File: config.mk
export PLATFORM = sky130hd
export DESIGN_NAME = measuring_block_value_decoder_top
export DESIGN_NICKNAME = d
export VERILOG_FILES = /design/src/design/mbvd_pkg.sv /design/src/design/measuring_block_value_decoder_top.sv /design/src/design/mbvd_divider.sv
export SDC_FILE = /design/constraint.sdc
export NUM_CORES = 2
export LEC_CHECK = 0
export BUFFER_PORTS_ARGS = -buffer_cell sky130_fd_sc_hd__buf_2
export CORE_AREA = 2 2 290 292
export DETAILED_ROUTE_END_ITERATION = 10
export DIE_AREA = 0 0 292 294
export HOLD_SLACK_MARGIN = 0.03
export PLACE_DENSITY = 0.8
export SYNTH_ARGS = -nofsm -noshare
export SYNTH_HDL_FRONTEND = slang
export SYNTH_SLANG_ARGS = --single-unit
File: constraint.sdc
create_clock -name clock -period 8.3 [get_ports clock]
set_input_delay 0.415 -clock clock [delete_from_list [all_inputs] [get_ports clock]]
set_output_delay 0.415 -clock clock [all_outputs]
set_load 0.005 [all_outputs]
File: src/design/mbvd_pkg.sv
// Shared constants, codes and types of the measuring-block value decoder.
`default_nettype none
package mbvd_pkg;

   localparam int FRAC_BITS  = 16;
   localparam int VALUE_W    = 33;
   localparam int UNIT_W     = 5;
   localparam int ID_W       = 8;
   localparam int BYTE_W     = 8;
   localparam int NUM_W      = 26;
   localparam int MAG_W      = 25;
   localparam int DEN_W      = 10;
   localparam int D2_W       = DEN_W + 1;
   localparam int DIV_RAW_W  = MAG_W + FRAC_BITS + 2;
   localparam int DIV_STEP   = 4;
   localparam int DIV_W      = ((DIV_RAW_W + DIV_STEP - 1) / DIV_STEP) * DIV_STEP;
   localparam int DIV_STAGES = DIV_W / DIV_STEP;

   localparam logic [ID_W-1:0] FID_RPM     = 8'h01;
   localparam logic [ID_W-1:0] FID_ANGLE   = 8'h04;
   localparam logic [ID_W-1:0] FID_SPEED   = 8'h07;
   localparam logic [ID_W-1:0] FID_BIN_A   = 8'h08;
   localparam logic [ID_W-1:0] FID_BIN_B   = 8'h10;
   localparam logic [ID_W-1:0] FID_ASCII   = 8'h11;
   localparam logic [ID_W-1:0] FID_MBAR    = 8'h12;
   localparam logic [ID_W-1:0] FID_PCT_OFS = 8'h14;
   localparam logic [ID_W-1:0] FID_VOLT    = 8'h15;
   localparam logic [ID_W-1:0] FID_MS      = 8'h16;
   localparam logic [ID_W-1:0] FID_PCT_256 = 8'h17;
   localparam logic [ID_W-1:0] FID_TEMP    = 8'h1A;
   localparam logic [ID_W-1:0] FID_PCT_RAT = 8'h21;
   localparam logic [ID_W-1:0] FID_KW      = 8'h22;
   localparam logic [ID_W-1:0] FID_FLOW    = 8'h23;
   localparam logic [ID_W-1:0] FID_BIN_C   = 8'h25;
   localparam logic [ID_W-1:0] FID_MG_256  = 8'h27;
   localparam logic [ID_W-1:0] FID_MG_40   = 8'h31;
   localparam logic [ID_W-1:0] FID_MG_DLT  = 8'h33;
   localparam logic [ID_W-1:0] FID_COUNT   = 8'h36;
   localparam logic [ID_W-1:0] FID_SECS    = 8'h37;
   localparam logic [ID_W-1:0] FID_TORSION = 8'h51;
   localparam logic [ID_W-1:0] FID_TORQUE  = 8'h5E;

   localparam logic [UNIT_W-1:0] UNIT_RPM     = 5'd0;
   localparam logic [UNIT_W-1:0] UNIT_ATDC    = 5'd1;
   localparam logic [UNIT_W-1:0] UNIT_BTDC    = 5'd2;
   localparam logic [UNIT_W-1:0] UNIT_KMH     = 5'd3;
   localparam logic [UNIT_W-1:0] UNIT_BINARY  = 5'd4;
   localparam logic [UNIT_W-1:0] UNIT_ASCII   = 5'd5;
   localparam logic [UNIT_W-1:0] UNIT_MBAR    = 5'd6;
   localparam logic [UNIT_W-1:0] UNIT_PERCENT = 5'd7;
   localparam logic [UNIT_W-1:0] UNIT_VOLT    = 5'd8;
   localparam logic [UNIT_W-1:0] UNIT_MS      = 5'd9;
   localparam logic [UNIT_W-1:0] UNIT_DEGC    = 5'd10;
   localparam logic [UNIT_W-1:0] UNIT_KW      = 5'd11;
   localparam logic [UNIT_W-1:0] UNIT_LPH     = 5'd12;
   localparam logic [UNIT_W-1:0] UNIT_MG      = 5'd13;
   localparam logic [UNIT_W-1:0] UNIT_MG_DLT  = 5'd14;
   localparam logic [UNIT_W-1:0] UNIT_COUNT   = 5'd15;
   localparam logic [UNIT_W-1:0] UNIT_SECS    = 5'd16;
   localparam logic [UNIT_W-1:0] UNIT_DEG_CF  = 5'd17;
   localparam logic [UNIT_W-1:0] UNIT_NM      = 5'd18;
   localparam logic [UNIT_W-1:0] UNIT_RAW     = 5'd19;

   typedef struct packed {
      logic              valid;
      logic              neg;
      logic [UNIT_W-1:0] unit;
      logic [D2_W-1:0]   d2;
      logic [D2_W-1:0]   rem;
      logic [DIV_W-1:0]  work;
   } div_slot_type;

endpackage
`default_nettype wire

File: src/design/measuring_block_value_decoder_top.sv
// Top level of the measuring-block value decoder: decode, divide, round, sign.
//
// One transaction is taken on every clock edge at which start is high; busy
// stays low, so a new formula id and byte pair may follow in the next cycle
// with no gap. Each transaction gives exactly one result, shown for a single
// cycle with rsp_valid high. On its way it is registered after the formula is
// decoded and the exact numerator and divisor are formed, again after the
// scaled dividend is formed, in each stage of the pipelined divider (4
// quotient bits per stage over a 44-bit dividend) and once more after the
// sign is applied. The value carries 16 fraction bits, is rounded to nearest
// with ties away from zero, and is the low 33 bits of the exact result.
// Results leave in the order taken and the receiver cannot stall them.
`default_nettype none
module measuring_block_value_decoder_top (
   input  wire logic                          clock,
   input  wire logic                          reset,
   input  wire logic                          start,
   output logic                               busy,
   input  wire logic [mbvd_pkg::ID_W-1:0]     req_formula_id,
   input  wire logic [mbvd_pkg::BYTE_W-1:0]   req_byte_a,
   input  wire logic [mbvd_pkg::BYTE_W-1:0]   req_byte_b,
   output logic                               rsp_valid,
   output logic signed [mbvd_pkg::VALUE_W-1:0] rsp_value_fixed,
   output logic [mbvd_pkg::UNIT_W-1:0]        rsp_unit_code
);

   // ---------------- decode stage: numerator, divisor, unit ----------------
   logic                              dec_valid_ff;
   logic signed [mbvd_pkg::NUM_W-1:0] dec_num_ff,  dec_num_in;
   logic [mbvd_pkg::DEN_W-1:0]        dec_den_ff,  dec_den_in;
   logic [mbvd_pkg::UNIT_W-1:0]       dec_unit_ff, dec_unit_in;

   logic [mbvd_pkg::BYTE_W-1:0]       ang_diff;
   logic signed [9:0]                 mul_op;
   logic signed [19:0]                prod;
   logic signed [mbvd_pkg::NUM_W-1:0] prod_x, word_x, cf_x, pct_x, temp_x;

   // the receiver never stalls, so nothing ever holds the input off
   assign busy = 1'b0;

   always_comb begin
      ang_diff = (req_byte_b > 8'd127) ? (req_byte_b - 8'd127) : (8'd127 - req_byte_b);
      // pick the second operand of the single byte multiplier
      unique case (req_formula_id)
         mbvd_pkg::FID_ANGLE:  mul_op = signed'({2'b00, ang_diff});
         mbvd_pkg::FID_KW,
         mbvd_pkg::FID_MG_DLT: mul_op = signed'({2'b00, req_byte_b}) - 10'sd128;
         mbvd_pkg::FID_TORQUE: mul_op = signed'({2'b00, req_byte_b}) - 10'sd50;
         default:              mul_op = signed'({2'b00, req_byte_b});
      endcase
      prod   = signed'({2'b00, req_byte_a}) * mul_op;
      prod_x = mbvd_pkg::NUM_W'(prod);
      word_x = signed'(mbvd_pkg::NUM_W'({req_byte_a, req_byte_b}));
      cf_x   = signed'(mbvd_pkg::NUM_W'(req_byte_a) * mbvd_pkg::NUM_W'(17'd112000)
                     + mbvd_pkg::NUM_W'(req_byte_b) * mbvd_pkg::NUM_W'(9'd436));
      pct_x  = signed'(mbvd_pkg::NUM_W'(req_byte_b) * mbvd_pkg::NUM_W'(7'd100));
      temp_x = signed'(mbvd_pkg::NUM_W'(req_byte_b)) - signed'(mbvd_pkg::NUM_W'(req_byte_a));

      dec_num_in  = prod_x;
      dec_den_in  = 10'd1;
      dec_unit_in = mbvd_pkg::UNIT_RAW;
      unique case (req_formula_id)
         mbvd_pkg::FID_RPM: begin
            dec_unit_in = mbvd_pkg::UNIT_RPM;     dec_den_in = 10'd5;
         end
         mbvd_pkg::FID_ANGLE: begin
            dec_unit_in = (req_byte_b > 8'd127) ? mbvd_pkg::UNIT_ATDC : mbvd_pkg::UNIT_BTDC;
            dec_den_in  = 10'd100;
         end
         mbvd_pkg::FID_SPEED: begin
            dec_unit_in = mbvd_pkg::UNIT_KMH;     dec_den_in = 10'd100;
         end
         mbvd_pkg::FID_BIN_A, mbvd_pkg::FID_BIN_B, mbvd_pkg::FID_BIN_C: begin
            dec_unit_in = mbvd_pkg::UNIT_BINARY;  dec_num_in = word_x;
         end
         mbvd_pkg::FID_ASCII: begin
            dec_unit_in = mbvd_pkg::UNIT_ASCII;   dec_num_in = word_x;
         end
         mbvd_pkg::FID_MBAR: begin
            dec_unit_in = mbvd_pkg::UNIT_MBAR;    dec_den_in = 10'd25;
         end
         mbvd_pkg::FID_PCT_OFS: begin
            dec_unit_in = mbvd_pkg::UNIT_PERCENT; dec_den_in = 10'd128;
            dec_num_in  = prod_x - mbvd_pkg::NUM_W'(128);
         end
         mbvd_pkg::FID_VOLT: begin
            dec_unit_in = mbvd_pkg::UNIT_VOLT;    dec_den_in = 10'd1000;
         end
         mbvd_pkg::FID_MS: begin
            dec_unit_in = mbvd_pkg::UNIT_MS;      dec_den_in = 10'd1000;
         end
         mbvd_pkg::FID_PCT_256: begin
            dec_unit_in = mbvd_pkg::UNIT_PERCENT; dec_den_in = 10'd256;
         end
         mbvd_pkg::FID_TEMP: begin
            dec_unit_in = mbvd_pkg::UNIT_DEGC;    dec_num_in = temp_x;
         end
         mbvd_pkg::FID_PCT_RAT: begin
            // zero divisor byte falls back to a plain 100 * b
            dec_unit_in = mbvd_pkg::UNIT_PERCENT; dec_num_in = pct_x;
            dec_den_in  = (req_byte_a == 8'd0) ? 10'd1 : mbvd_pkg::DEN_W'(req_byte_a);
         end
         mbvd_pkg::FID_KW: begin
            dec_unit_in = mbvd_pkg::UNIT_KW;      dec_den_in = 10'd100;
         end
         mbvd_pkg::FID_FLOW: begin
            dec_unit_in = mbvd_pkg::UNIT_LPH;     dec_den_in = 10'd100;
         end
         mbvd_pkg::FID_MG_256: begin
            dec_unit_in = mbvd_pkg::UNIT_MG;      dec_den_in = 10'd256;
         end
         mbvd_pkg::FID_MG_40: begin
            dec_unit_in = mbvd_pkg::UNIT_MG;      dec_den_in = 10'd40;
         end
         mbvd_pkg::FID_MG_DLT: begin
            dec_unit_in = mbvd_pkg::UNIT_MG_DLT;  dec_den_in = 10'd255;
         end
         mbvd_pkg::FID_COUNT: begin
            dec_unit_in = mbvd_pkg::UNIT_COUNT;   dec_num_in = word_x;
         end
         mbvd_pkg::FID_SECS: begin
            dec_unit_in = mbvd_pkg::UNIT_SECS;    dec_den_in = 10'd200;
         end
         mbvd_pkg::FID_TORSION: begin
            dec_unit_in = mbvd_pkg::UNIT_DEG_CF;  dec_den_in = 10'd1000;
            dec_num_in  = cf_x;
         end
         mbvd_pkg::FID_TORQUE: begin
            dec_unit_in = mbvd_pkg::UNIT_NM;      dec_den_in = 10'd50;
         end
         default: begin
            dec_unit_in = mbvd_pkg::UNIT_RAW;     dec_num_in = word_x;
         end
      endcase
   end

   always_ff @(posedge clock) begin
      dec_num_ff  <= dec_num_in;
      dec_den_ff  <= dec_den_in;
      dec_unit_ff <= dec_unit_in;
      if (reset) begin
         dec_valid_ff <= 1'b0;
      end else begin
         dec_valid_ff <= start && !busy;
      end
   end

   // ---------------- prep stage: magnitude and rounding dividend ----------------
   // round(|n| * 2^F / d) = floor((2 * |n| * 2^F + d) / (2 * d))
   mbvd_pkg::div_slot_type prep_ff, prep_in;
   mbvd_pkg::div_slot_type div_out;
   logic [mbvd_pkg::MAG_W-1:0] mag;

   always_comb begin
      mag = dec_num_ff[mbvd_pkg::NUM_W-1] ? mbvd_pkg::MAG_W'(-dec_num_ff)
                                          : mbvd_pkg::MAG_W'(dec_num_ff);
      prep_in.valid = dec_valid_ff;
      prep_in.neg   = dec_num_ff[mbvd_pkg::NUM_W-1];
      prep_in.unit  = dec_unit_ff;
      prep_in.d2    = {dec_den_ff, 1'b0};
      prep_in.rem   = '0;
      prep_in.work  = (mbvd_pkg::DIV_W'(mag) << (mbvd_pkg::FRAC_BITS + 1))
                    + mbvd_pkg::DIV_W'(dec_den_ff);
   end

   always_ff @(posedge clock) begin
      if (reset) begin
         prep_ff <= '0;
      end else begin
         prep_ff <= prep_in;
      end
   end

   mbvd_divider u_divider (
      .clock  (clock),
      .reset  (reset),
      .slot_i (prep_ff),
      .slot_o (div_out)
   );

   // ---------------- output stage: apply sign, keep the low bits ----------------
   logic                               out_valid_ff;
   logic [mbvd_pkg::VALUE_W-1:0]       out_value_ff, out_value_in;
   logic [mbvd_pkg::UNIT_W-1:0]        out_unit_ff;

   always_comb begin
      out_value_in = div_out.neg ? -div_out.work[mbvd_pkg::VALUE_W-1:0]
                                 :  div_out.work[mbvd_pkg::VALUE_W-1:0];
   end

   always_ff @(posedge clock) begin
      out_value_ff <= out_value_in;
      out_unit_ff  <= div_out.unit;
      if (reset) begin
         out_valid_ff <= 1'b0;
      end else begin
         out_valid_ff <= div_out.valid;
      end
   end

   assign rsp_valid       = out_valid_ff;
   assign rsp_value_fixed = signed'(out_value_ff);
   assign rsp_unit_code   = out_unit_ff;

   // ---------------- checks ----------------
   localparam int LATENCY = mbvd_pkg::DIV_STAGES + 3;

   a_never_busy : assert property (@(posedge clock) disable iff (reset) !busy)
      else $error("busy raised");

   a_one_result : assert property (@(posedge clock) disable iff (reset)
      (start && !busy) |-> ##LATENCY rsp_valid)
      else $error("transaction produced no result");

   a_no_phantom : assert property (@(posedge clock) disable iff (reset)
      rsp_valid |-> $past(start, LATENCY))
      else $error("result without a transaction");

   a_unit_range : assert property (@(posedge clock) disable iff (reset)
      rsp_valid |-> (rsp_unit_code <= mbvd_pkg::UNIT_RAW))
      else $error("unit code out of range");

endmodule
`default_nettype wire

File: src/design/mbvd_divider.sv
// Pipelined restoring divider, a few quotient bits per register stage.
`default_nettype none
module mbvd_divider (
   input  wire logic                 clock,
   input  wire logic                 reset,
   input  wire mbvd_pkg::div_slot_type slot_i,
   output mbvd_pkg::div_slot_type      slot_o
);

   mbvd_pkg::div_slot_type stage_ff [mbvd_pkg::DIV_STAGES];
   mbvd_pkg::div_slot_type stage_in [mbvd_pkg::DIV_STAGES];

   genvar g;
   generate
      for (g = 0; g < mbvd_pkg::DIV_STAGES; g++) begin : g_stage
         mbvd_pkg::div_slot_type src;

         if (g == 0) begin : g_first
            assign src = slot_i;
         end else begin : g_next
            assign src = stage_ff[g-1];
         end

         // shift in dividend bits, subtract the divisor where it fits
         always_comb begin
            logic [mbvd_pkg::D2_W:0]   trial;
            logic [mbvd_pkg::D2_W-1:0] rem;
            logic [mbvd_pkg::DIV_W-1:0] work;
            rem  = src.rem;
            work = src.work;
            for (int k = 0; k < mbvd_pkg::DIV_STEP; k++) begin
               trial = {rem, work[mbvd_pkg::DIV_W-1]};
               work  = {work[mbvd_pkg::DIV_W-2:0], 1'b0};
               if (trial >= {1'b0, src.d2}) begin
                  rem     = mbvd_pkg::D2_W'(trial - {1'b0, src.d2});
                  work[0] = 1'b1;
               end else begin
                  rem = trial[mbvd_pkg::D2_W-1:0];
               end
            end
            stage_in[g]      = src;
            stage_in[g].rem  = rem;
            stage_in[g].work = work;
         end

         always_ff @(posedge clock) begin
            if (reset) begin
               stage_ff[g] <= '0;
            end else begin
               stage_ff[g] <= stage_in[g];
            end
         end
      end
   endgenerate

   assign slot_o = stage_ff[mbvd_pkg::DIV_STAGES-1];

endmodule
`default_nettype wire
==> flow_metrics.tcl <==
set metrics [dict create \
    worst_slew_margin_rel 0.124 \
    skew_ns 0.0211 \
    count_of_flip_flops_with_a_built_in_enable_after_synthesis 0 \
    routed_wl_mm 123 \
    worst-endpoint-arrival_ns 8.67 \
    synth_largest_area_cell "sky130_fd_sc_hd__dfxtp_1" \
    numPlacedInstances 6954 \
    detail_route.drc_violations 0 \
    numClockSinks 637 \
    route.met3.wl_mm 6.66 \
    status "finished clean" \
    critPathSlowestCell "sky130_fd_sc_hd__o41ai_2" \
    cts_tree "done" \
    worst-endpoint-required_ns 8.83 \
    die_x_microns 292 \
    synth_xor_xnor_area_share 0.0753 \
    ys.flop_type "sky130_fd_sc_hd__dfxtp_1" \
    drt-wirelength-per-cell_microns 17.2 \
    initial_core_utilization 0.585 \
    most_area_consuming_cells_after_synthesis "sky130_fd_sc_hd__dfxtp_1, sky130_fd_sc_hd__ha_1, sky130_fd_sc_hd__fa_1, sky130_fd_sc_hd__nor2b_1, sky130_fd_sc_hd__xnor2_1" \
    setup_repair_after_global_routing_missed_its_margin "true" \
    worst-setup-path-type "flip-flop to flip-flop" \
    rows 106 \
    synth_most_common_cell "sky130_fd_sc_hd__dfxtp_1" \
    worst_setup_end_kind "flip-flop" \
    max_stage_delay_ns 0.41 \
    drt_first_pass_iters 5 \
    synth_area_sq_um 48500 \
    globalRouteTotalUtil 0.270 \
    final_antenna_net_count 0 \
    min_path_type "input port to flip-flop" \
    grt_pass1_vias 40200 \
    critical_path_buf_inv_count 5 \
    synth-compound-area-share 0.164 \
    core-area_sq_um 82900 \
    ios 67 \
    synth.avg_cell_area_sq_um 8.62 \
    die_area_sq_um 85800 \
    vias_per_inst 5.83 \
    dp_hpwl_mm 91.6 \
    timing.final.crit_period_ns 8.14 \
    initialDrtViolationCount 2966 \
    die-height_microns 294 \
    worst_setup_path_startpoint "u_divider.stage_ff[0][192]" \
    synth_fa_ha_area_frac 0.210 \
    place.port_buffers 65 \
    finish.utilization 0.680 \
    tightestPinTransition_ns 1.31 \
    post_route_cells_drive_above_1_share 0.160 \
    final_hold_viol_count 0 \
    maxCapViolCount 0 \
    ys_seq_elements 637 \
    startpoint_of_the_most_critical_register_to_register_path "u_divider.stage_ff[0][192]" \
    synth.top_cells.by_count "sky130_fd_sc_hd__dfxtp_1, sky130_fd_sc_hd__ha_1, sky130_fd_sc_hd__inv_1" \
    yosys.area_share.simple 0.187 \
    highest_layer "met4" \
    main_combinational_cell_family_by_area_after_synthesis "adder cells" \
    min_period_over_period 0.981 \
    maximum_number_of_pins_on_one_net_before_global_route_repair 206 \
    synth_warnings 0 \
    yosysTopAreaCellShare 0.263 \
    insertion_delay_ns 0.62 \
    clk_pin_slew_worst_paths_ns 0.06 \
    synth-seq-area-share 0.263 \
    synth_async_sr_flop_share 0 \
    max-clock-path-buffers 3 \
    number_of_cells_produced_by_synthesis 5626 \
    clock_tree.root_cell "sky130_fd_sc_hd__clkbuf_16" \
    cts.htree.levels 3 \
    cts-buffers-inserted 68 \
    report.final.slew_viol_count 0 \
    vias 41600 \
    final_cell_count_no_fill 7142 \
    max_freq_mhz 123 \
    critPathLaunchType "flip-flop" \
    synth.area.mux_share 0.0495 \
    area.growth.synth_to_final_pct 16.3 \
    wire_length_of_the_first_global_routing_pass_mm 194 \
    gpl.final_weighted_congestion 1.01 \
    wl_met2_mm 59.2 \
    crit_fanout 6 \
    drt-met1-wl_mm 52.7 \
    kind_of_cell_with_the_highest_combined_delay_on_the_critical_path "compound AO/OA/AOI/OAI gates" \
    worst_min_delay_path_startpoint "req_formula_id[6]" \
    grt_overflow 0 \
    netlist-cell-type-count 103 \
    timing.final.setup_violations 0 \
    antennaDiodeCount 0 \
    antenna_found_initial 0 \
    design.final.nets 6765 \
]
-- tightest hold or removal path: cells and delay by family --
| kind | cells | cell delay [ns] |
|---|---|---|
| buffers and inverters | 1 | 0.12 |
| AND/OR/NAND/NOR | 3 | 0.20 |
-- per-layer routing --
metal  global-route usage  vias to the layer above
met4                0.103                        0
li1                     -                    20300
met3               0.0274                      320
met5                    0                        -
met1                0.342                    19700
met2                0.473                     1291
-- cell usage in the layout, fill, tap and decap left out, types with 146 or more instances in the layout --
| cell type | Yosys | final |
|---|---|---|
| sky130_fd_sc_hd__inv_1 | 500 | 490 |
| sky130_fd_sc_hd__xnor2_1 | 271 | 271 |
| sky130_fd_sc_hd__nor2_1 | 488 | 485 |
| sky130_fd_sc_hd__a21oi_1 | 290 | 250 |
| sky130_fd_sc_hd__nor2b_1 | 395 | 393 |
| sky130_fd_sc_hd__ha_1 | 594 | 562 |
| sky130_fd_sc_hd__dfxtp_1 | 637 | 632 |
| sky130_fd_sc_hd__xor2_1 | 146 | 146 |
| sky130_fd_sc_hd__buf_4 | 1 | 371 |
| sky130_fd_sc_hd__nand2_1 | 310 | 310 |
| sky130_fd_sc_hd__o21ai_0 | 267 | 230 |
-- cell type report --
cell class / count / area (sq um)
multi-input cells: 4342 / 34300
inverters: 500 / 1880
clock inverters: 40 / 692
well taps: 1080 / 1350
flip-flops and latches: 637 / 12800
repair buffers: 457 / 3450
fillers: 6272 / 26500
clock buffers: 86 / 1930
-- cell families after synthesis --
| group | Yosys count |
|---|---|
| AND/OR/NAND/NOR | 1772 |
| AO/OA/AOI/OAI | 1191 |
| adder cells (fa/ha/maj) | 732 |
| buffers and inverters | 653 |
| flip-flops | 637 |
| XOR/XNOR | 417 |
| multiplexers | 223 |
| other | 1 |
-- repair_timing --
action / CTS / global route
pin swaps: 3 / 50
endpoints found under the hold margin: 1 / 0
cloned: 0 / 8
hold buffers: 1 / 0
gates resized for setup: 15 / 221
buffers inserted: 3 / 50
setup endpoints to repair: 44 / 109
-- stage by stage --
stage / cell area (sq um) / hold slack, ns / setup TNS, ns / setup slack, ns
floorplan: 48700 / 0.310 / 0 / 0.00268
global placement: 52300 / 0.313 / -0.823 / -0.199
detailed placement: 52300 / 0.312 / -3.34 / -0.263
CTS: 55000 / 0.155 / 0 / 0.00682
global route: 56400 / 0.186 / -5.61 / -0.251
finish: 56400 / 0.179 / 0 / 0.161
-- registers in the layout, indices dropped and copies added, names as in the netlist --
name and cells:
u_divider.stage_ff 514, prep_ff 42, rsp_value_fixed 33, dec_num_ff 26, dec_den_ff 10, dec_unit_ff 5
rsp_unit_code 5, dec_valid_ff 1, rsp_valid 1
-- final timing paths --
path | to | slack, ns | depth (start not counted)
worst max-delay path | u_divider.stage_ff[0][264] | 0.16 | 38
worst min-delay path | dec_den_ff[0] | 0.18 | 4
worst max register to register | u_divider.stage_ff[0][264] | 0.16 | 38
worst min register to register | rsp_unit_code[3] | 0.33 | 0
Power is not shown: default switching activity piles up to over one toggle a cycle in this logic, so the estimate is an artifact.
